--- src/acme_pkg.sv ---
`default_nettype none

package acme_pkg;

  localparam int DATA_WORDS_DEF = 10;
  localparam int DATA_WIDTH_DEF = 16;

  localparam int OPC_W     = 4;
  localparam int ADDR_W    = 4;
  localparam int IVAL_W    = 16;
  localparam int PC_W      = 8;
  localparam int ACC_OUT_W = 16;

  typedef enum logic [OPC_W-1:0] {
    OP_LOAD   = 4'd1,
    OP_ADD    = 4'd2,
    OP_STORE  = 4'd3,
    OP_SUB    = 4'd4,
    OP_INPUT  = 4'd5,
    OP_OUTPUT = 4'd6,
    OP_END    = 4'd7,
    OP_JUMP   = 4'd8,
    OP_SKIP   = 4'd9
  } opcode_t;

  typedef struct packed {
    logic              en;
    logic [ADDR_W-1:0] addr;
  } mem_wr_t;

endpackage

`default_nettype wire

--- src/accumulator_machine_execute_top.sv ---
// channel | handshake          | fields
// in      | in_valid/in_ready   | in_opcode, in_operand_address, in_input_value
// out     | out_valid/out_ready | out_next_pc, out_acc_value, out_output_strobe, out_halted
//
// One instruction per cycle while the output is not stalled: an item waits in the input register,
// executes against acc/pc/data memory and lands in the output register.
// Synchronous active-low reset clears acc, pc, halt flag and data memory.
// A stalled output holds its item; the input register still takes one more.
`default_nettype none

module accumulator_machine_execute_top import acme_pkg::*; #(
  parameter int DATA_WORDS = DATA_WORDS_DEF,
  parameter int DATA_WIDTH = DATA_WIDTH_DEF
) (
  input  wire logic                        clk,
  input  wire logic                        rst_n,
  input  wire logic                        in_valid,
  output logic                             in_ready,
  input  wire logic        [OPC_W-1:0]     in_opcode,
  input  wire logic        [ADDR_W-1:0]    in_operand_address,
  input  wire logic signed [IVAL_W-1:0]    in_input_value,
  output logic                             out_valid,
  input  wire logic                        out_ready,
  output logic             [PC_W-1:0]      out_next_pc,
  output logic signed      [ACC_OUT_W-1:0] out_acc_value,
  output logic                             out_output_strobe,
  output logic                             out_halted
);

  localparam int XW = (DATA_WIDTH > ACC_OUT_W) ? DATA_WIDTH : ACC_OUT_W;

  logic                     in_v_r;
  logic [OPC_W-1:0]         opc_r;
  logic [ADDR_W-1:0]        addr_r;
  logic signed [IVAL_W-1:0] ival_r;

  logic [DATA_WIDTH-1:0] acc_r;
  logic [DATA_WIDTH-1:0] acc_nxt;
  logic [PC_W-1:0]       pc_r;
  logic [PC_W-1:0]       pc_nxt;
  logic                  halt_r;
  logic                  halt_nxt;
  logic                  strobe;
  mem_wr_t               mem_wr;
  mem_wr_t               mem_wr_q;
  logic [DATA_WIDTH-1:0] mem_rdata;
  logic [XW-1:0]         acc_x;

  logic                 out_v_r;
  logic [PC_W-1:0]      out_pc_r;
  logic [ACC_OUT_W-1:0] out_acc_r;
  logic                 out_strobe_r;
  logic                 out_halt_r;

  logic exec_go;

  assign exec_go  = in_v_r && (!out_v_r || out_ready);
  assign in_ready = !in_v_r || exec_go;

  always_ff @(posedge clk) begin
    if (!rst_n) begin
      in_v_r <= 1'b0;
    end else if (in_ready) begin
      in_v_r <= in_valid;
    end
  end

  always_ff @(posedge clk) begin
    if (in_valid && in_ready) begin
      opc_r  <= in_opcode;
      addr_r <= in_operand_address;
      ival_r <= in_input_value;
    end
  end

  acme_regfile #(
    .DATA_WORDS (DATA_WORDS),
    .DATA_WIDTH (DATA_WIDTH)
  ) u_regfile (
    .clk   (clk),
    .rst_n (rst_n),
    .wr    (mem_wr_q),
    .wdata (acc_r),
    .raddr (addr_r),
    .rdata (mem_rdata)
  );

  acme_alu #(
    .DATA_WIDTH (DATA_WIDTH)
  ) u_alu (
    .opcode    (opc_r),
    .addr      (addr_r),
    .ival      (ival_r),
    .acc       (acc_r),
    .pc        (pc_r),
    .halt      (halt_r),
    .mem_rdata (mem_rdata),
    .acc_nxt   (acc_nxt),
    .pc_nxt    (pc_nxt),
    .halt_nxt  (halt_nxt),
    .strobe    (strobe),
    .mem_wr    (mem_wr)
  );

  always_comb begin
    mem_wr_q      = mem_wr;
    mem_wr_q.en   = mem_wr.en && exec_go;
  end

  always_ff @(posedge clk) begin
    if (!rst_n) begin
      acc_r  <= '0;
      pc_r   <= '0;
      halt_r <= 1'b0;
    end else if (exec_go) begin
      acc_r  <= acc_nxt;
      pc_r   <= pc_nxt;
      halt_r <= halt_nxt;
    end
  end

  assign acc_x = XW'(acc_nxt);

  always_ff @(posedge clk) begin
    if (!rst_n) begin
      out_v_r <= 1'b0;
    end else if (exec_go) begin
      out_v_r <= 1'b1;
    end else if (out_ready) begin
      out_v_r <= 1'b0;
    end
  end

  always_ff @(posedge clk) begin
    if (exec_go) begin
      out_pc_r     <= pc_nxt;
      out_acc_r    <= acc_x[ACC_OUT_W-1:0];
      out_strobe_r <= strobe;
      out_halt_r   <= halt_nxt;
    end
  end

  assign out_valid         = out_v_r;
  assign out_next_pc       = out_pc_r;
  assign out_acc_value     = out_acc_r;
  assign out_output_strobe = out_strobe_r;
  assign out_halted        = out_halt_r;

endmodule

`default_nettype wire

--- src/acme_regfile.sv ---
`default_nettype none

module acme_regfile import acme_pkg::*; #(
  parameter int DATA_WORDS = DATA_WORDS_DEF,
  parameter int DATA_WIDTH = DATA_WIDTH_DEF
) (
  input  wire logic                  clk,
  input  wire logic                  rst_n,
  input  wire mem_wr_t               wr,
  input  wire logic [DATA_WIDTH-1:0] wdata,
  input  wire logic [ADDR_W-1:0]     raddr,
  output logic      [DATA_WIDTH-1:0] rdata
);

  localparam int IDX_W = (DATA_WORDS > 1) ? $clog2(DATA_WORDS) : 1;

  logic [DATA_WIDTH-1:0] mem_r [DATA_WORDS];
  logic                  rd_in_range;
  logic                  wr_in_range;

  assign rd_in_range = ({1'b0, raddr} < (ADDR_W + 1)'(DATA_WORDS));
  assign wr_in_range = ({1'b0, wr.addr} < (ADDR_W + 1)'(DATA_WORDS));

  assign rdata = rd_in_range ? mem_r[raddr[IDX_W-1:0]] : '0;

  always_ff @(posedge clk) begin
    if (!rst_n) begin
      for (int i = 0; i < DATA_WORDS; i++) begin
        mem_r[i] <= '0;
      end
    end else if (wr.en && wr_in_range) begin
      mem_r[wr.addr[IDX_W-1:0]] <= wdata;
    end
  end

endmodule

`default_nettype wire

--- src/acme_alu.sv ---
`default_nettype none

module acme_alu import acme_pkg::*; #(
  parameter int DATA_WIDTH = DATA_WIDTH_DEF
) (
  input  wire logic        [OPC_W-1:0]      opcode,
  input  wire logic        [ADDR_W-1:0]     addr,
  input  wire logic signed [IVAL_W-1:0]     ival,
  input  wire logic        [DATA_WIDTH-1:0] acc,
  input  wire logic        [PC_W-1:0]       pc,
  input  wire logic                         halt,
  input  wire logic        [DATA_WIDTH-1:0] mem_rdata,
  output logic             [DATA_WIDTH-1:0] acc_nxt,
  output logic             [PC_W-1:0]       pc_nxt,
  output logic                              halt_nxt,
  output logic                              strobe,
  output mem_wr_t                           mem_wr
);

  localparam int XW = (DATA_WIDTH > IVAL_W) ? DATA_WIDTH : IVAL_W;

  logic signed [XW-1:0]   ival_x;
  logic        [PC_W-1:0] pc_inc;

  assign ival_x = XW'(ival);
  assign pc_inc = pc + PC_W'(1);

  always_comb begin
    acc_nxt     = acc;
    pc_nxt      = pc;
    halt_nxt    = halt;
    strobe      = 1'b0;
    mem_wr.en   = 1'b0;
    mem_wr.addr = addr;
    if (!halt) begin
      pc_nxt = pc_inc;
      unique case (opcode_t'(opcode))
        OP_LOAD:   acc_nxt = mem_rdata;
        OP_ADD:    acc_nxt = acc + mem_rdata;
        OP_STORE:  mem_wr.en = 1'b1;
        OP_SUB:    acc_nxt = acc - mem_rdata;
        OP_INPUT:  acc_nxt = ival_x[DATA_WIDTH-1:0];
        OP_OUTPUT: strobe = 1'b1;
        OP_END:    halt_nxt = 1'b1;
        OP_JUMP:   pc_nxt = PC_W'(addr);
        OP_SKIP: begin
          if (acc == '0) begin
            pc_nxt = pc_inc + PC_W'(1);
          end
        end
        default: ;
      endcase
    end
  end

endmodule

`default_nettype wire

--- config.mk ---
export PLATFORM = sky130hd
export DESIGN_NAME = accumulator_machine_execute_top
export DESIGN_NICKNAME = d
export VERILOG_FILES = /design/src/acme_pkg.sv /design/src/accumulator_machine_execute_top.sv /design/src/acme_regfile.sv /design/src/acme_alu.sv
export SDC_FILE = /design/constraint.sdc
export NUM_CORES = 1
export LEC_CHECK = 0
export ABC_AREA = 1
export BUFFER_PORTS_ARGS = -buffer_cell sky130_fd_sc_hd__buf_2
export CAP_MARGIN = 20
export CELL_PAD_IN_SITES_DETAIL_PLACEMENT = 0
export CELL_PAD_IN_SITES_GLOBAL_PLACEMENT = 1
export CORE_MARGIN = 5
export CORE_UTILIZATION = 52
export DETAILED_ROUTE_END_ITERATION = 12
export GPL_TIMING_DRIVEN = 0
export HOLD_SLACK_MARGIN = 0.02
export PLACE_DENSITY_LB_ADDON = 0.1
export SLEW_MARGIN = 0
export SYNTH_ARGS = -nofsm -noshare
export SYNTH_HDL_FRONTEND = slang
export SYNTH_SLANG_ARGS = --single-unit
export TNS_END_PERCENT = 50
--- constraint.sdc ---
create_clock -name clk -period 10.41 [get_ports clk]
set_input_delay 2.082 -clock clk [delete_from_list [all_inputs] [get_ports clk]]
set_output_delay 2.082 -clock clk [all_outputs]
set_load 0.02 [all_outputs]
==> results by group <==
Timing
  – Total Neg Setup Slack: 0 ns
  – Max Freq: 184.9 MHz
  – Max-slew headroom: 42.15%
  – Final setup fails: 0
  – Slew @ Worst Pin: 0.8657 ns
  – Clk_skew: 0.01972 ns
  – Final Cycle Share: 51.96%
  – Post-route minimum period: 5.409 ns
  – Pins over their slew limit: 0
  – Final Hold Violating Endpoints: 0
  – RSZ-0062 raised after global routing: no
  – Post-route setup slack: 5.001 ns

Synth
  – Post-Syn Instances: 1780
  – Number of synthesized flops with an enable pin: 306
  – Yosys warning count: 0
  – Cell variety after synth: 44
  – Synth Flop Type: edfxtp_1
  – Synth area leaders: edfxtp_1 56%, nand2_1 10%, nor2_1 6.0%
  – Synth top area share: 56.17%
  – Async SR Flop Fraction: 0%
  – Most used standard cell by instance count after synthesis: nand2_1
  – Biggest area consumer among synthesized cells: edfxtp_1
  – Sequential fraction of the synthesis area: 59.97%
  – Post-synth top cells: 449 x nand2_1, 306 x edfxtp_1, 262 x nor2_1
  – Seq cells post-synth: 337
  – Syn Area/Cell: 9.190 µm²
  – Post-Syn Area: 16360 µm²

Cells and area
  – Final Non-Filler Cells: 2399
  – Fin nets: 2019
  – Ant. Diodes: 0
  – End-of-flow core utilization: 59.89%
  – Area grow syn2layout: 14.63%
  – Fraction of layout cells with a size suffix above 1: 10.02%
  – Fillers: 2711

Min path
  – Hold EP: out_valid
  – Hold Crit Start: out_valid
  – Worst hold stages: 2
  – HP Class: reg -> reg

Critical path
  – CP bufs+invs: 6
  – Critical Path Slowest Stage Cell: clkbuf_1
  – Max FO, Critical Path: 10
  – Crit path capture type: register
  – CP dominant cell by count: nand2_1
  – WP data arrival: 5.67 ns
  – CP Class: reg -> reg
  – FF-to-FF End: out_acc_value[15]
  – Flop2flop setup slack: 5.00 ns
  – Reg2reg path depth: 27
  – Nature of the critical path startpoint: register
  – Peak per-stage delay on the critical path: 0.65 ns
  – Crit-path leading delay family: simple AND/OR/NAND/NOR gates
  – Worst path required time: 10.68 ns

GRT
  – Total GRT Usage: 25.61%
  – Total global routing overflow: 0
  – Initial antenna violation count: 0
  – Global-route wire length before repair: 69.40 mm
  – Largest net degree at the start of global routing: 33
  – Number of global-route vias before repair: 12360

Placement
  – Detailed Place HPWL: 31.75 mm
  – Pre-CTS setup slack: 5.119 ns
  – Port bufs: 55
  – DP Cell Count: 2334
  – Routability cong.: 0.8982

Route
  – DRT iter0 DRCs: 1213
  – Routed WL per cell: 18.89 µm
  – Final ANT Viol Nets: 0
  – Pre-antenna DRT Iters: 6
  – Post-route DRC: 0
  – Via count: 12850
  – DR vias/cell: 5.357
  – Post-Route WL: 45.31 mm

Clock network
  – CTS tree: yes
  – Total CTS buffers: 37
  – # resized after CTS: 0
  – H-Tree Depth: 2
  – Clock sinks: 337
  – Clock transition at the registers of the reported paths: 0.06 ns
  – Hold-fix buffers at CTS: 0
  – Post-CTS setup buffer count: 0
  – CTS Root Cell: clkbuf_16
  – Maximum clock path buffer count: 3
  – Clk_lat worst skew: 0.53 ns

Floorplanning
  – DIE WIDTH: 187.4 µm
  – Floorplan row count: 65
  – IO Count: 56
  – Die height: 187.4 µm
  – Core Footprint: 31310 µm²
  – Die Area: 35110 µm²
  – Starting Density: 52.24%

Run
  – Max-Cap Viols: 0

Power
  – Leakage: 7.968 nW
  – P per Cell Area: 177.9 nW/µm²
  – VDD IR max: 112.7 µV

Run status
  – Status: finished, final reports clean
==> placed cells by master (no fill, tap or decap), types with 2 or more instances in the layout <==
| cell | Yosys | layout |
|---|---|---|
| nor3_1 | 4 | 4 |
| o21ai_0 | 70 | 69 |
| nor3_2 | 2 | 2 |
| clkbuf_1 | 29 | 39 |
| nand4_1 | 12 | 12 |
| ha_1 | 18 | 18 |
| xnor2_1 | 5 | 5 |
| a211oi_1 | 15 | 15 |
| dfxtp_1 | 31 | 31 |
| conb_1 | 1 | 96 |
| or2_2 | 5 | 5 |
| clkbuf_8 | 0 | 3 |
| a22oi_1 | 2 | 2 |
| buf_4 | 12 | 12 |
| o21ai_1 | 12 | 12 |
| clkbuf_16 | 0 | 39 |
| clkinv_1 | 9 | 10 |
| a31oi_1 | 5 | 5 |
| inv_1 | 203 | 203 |
| nand4_2 | 2 | 2 |
| nor2_1 | 262 | 262 |
| buf_2 | 24 | 79 |
| nand2_1 | 449 | 449 |
| clkinv_2 | 0 | 6 |
| a21oi_1 | 48 | 48 |
| buf_6 | 14 | 14 |
| o221ai_1 | 6 | 6 |
| o211ai_1 | 10 | 10 |
| a21boi_0 | 2 | 2 |
| inv_2 | 16 | 16 |
| bufinv_16 | 0 | 3 |
| xor2_1 | 13 | 13 |
| nand3_1 | 170 | 170 |
| nand2_2 | 8 | 8 |
| nor2_2 | 3 | 3 |
| edfxtp_1 | 306 | 306 |
==> logic make-up (layout without fill, tap and decap cells) <==
kind of cell             after synthesis  after routing  share of synthesized area [%]
AND/OR/NAND/NOR                      919            919                          23.07
buffers and inverters                308            430                          8.169
AO/OA/AOI/OAI                        178            178                          6.310
flip-flops                           337            337                          59.97
adder cells (fa/ha/maj)               19             19                          1.499
other                                  1             96                        0.02292
XOR/XNOR                              18             18                         0.9637
==> metal layers <==
| layer | GRT usage [%] | up-vias | wire length (µm) |
|---|---|---|---|
| met2 | 41.76 | 500 | 20880 |
| met1 | 34.74 | 6077 | 19130 |
| li1 | - | 6144 | - |
| met3 | 3.919 | 131 | 3345 |
| met4 | 10.18 | 0 | 1960 |
| met5 | 0 | - | 0 |
==> flip-flops by register name, indices dropped and copies added (netlist names), 4 cells and up, named ones only <==
| register | count |
|---|---|
| out_acc_value | 16 |
| ival_r | 16 |
| opc_r | 4 |
| pc_r | 8 |
| acc_r | 16 |
| out_next_pc | 8 |
| u_regfile.mem_r | 256 |
| addr_r | 4 |
==> stage by stage <==
step                      cell area (µm²)  power [mW]  hold WS [ns]
after global placement              17490       2.043        0.4895
after detailed placement            17530       2.051        0.5026
after floorplan                     16710       1.900        0.4684
final                               18750       3.336        0.5073
after global routing                18750       3.470        0.5478
after CTS                           18720       3.342        0.5106
==> final cells by class <==
| class | count | area (µm²) | share of cell area, % |
|---|---|---|---|
| Tap cell | 402 | 503.0 | 2.682 |
| Buffer | 80 | 481.7 | 2.569 |
| Multi-Input combinational cell | 1230 | 5573 | 29.72 |
| Clock inverter | 11 | 132.6 | 0.7073 |
| Sequential cell | 337 | 9809 | 52.31 |
| Inverter | 228 | 855.8 | 4.564 |
| Timing Repair Buffer | 58 | 337.8 | 1.802 |
| Clock buffer | 53 | 1059 | 5.645 |
==> tightest hold or removal path: stages, from the launching register on <==
cell and delay [ns]:
dfxtp_1 0.32, nand2_1 0.08, a21oi_1 0.06
==> report_power, final <==
part	switching, mW	internal (mW)
Sequential	0.0206	1.53
Combinational	0.333	0.148
Clock	0.524	0.780
Total	0.877	2.46
==> worst max path at each step <==
stage	start	to	slack, ns	cells past startpoint
after CTS	register	out_acc_value[15]	5.18	27
after global routing	register	out_acc_value[11]	4.82	26
after global placement	out_ready	u_regfile.mem_r[8][12]	4.44	10
after floorplan	out_ready	in_ready	5.99	2
final	register	out_acc_value[15]	5.00	27
after detailed placement	out_ready	u_regfile.mem_r[4][13]	5.12	12
Note: power is estimated with default switching activity, not from simulation.
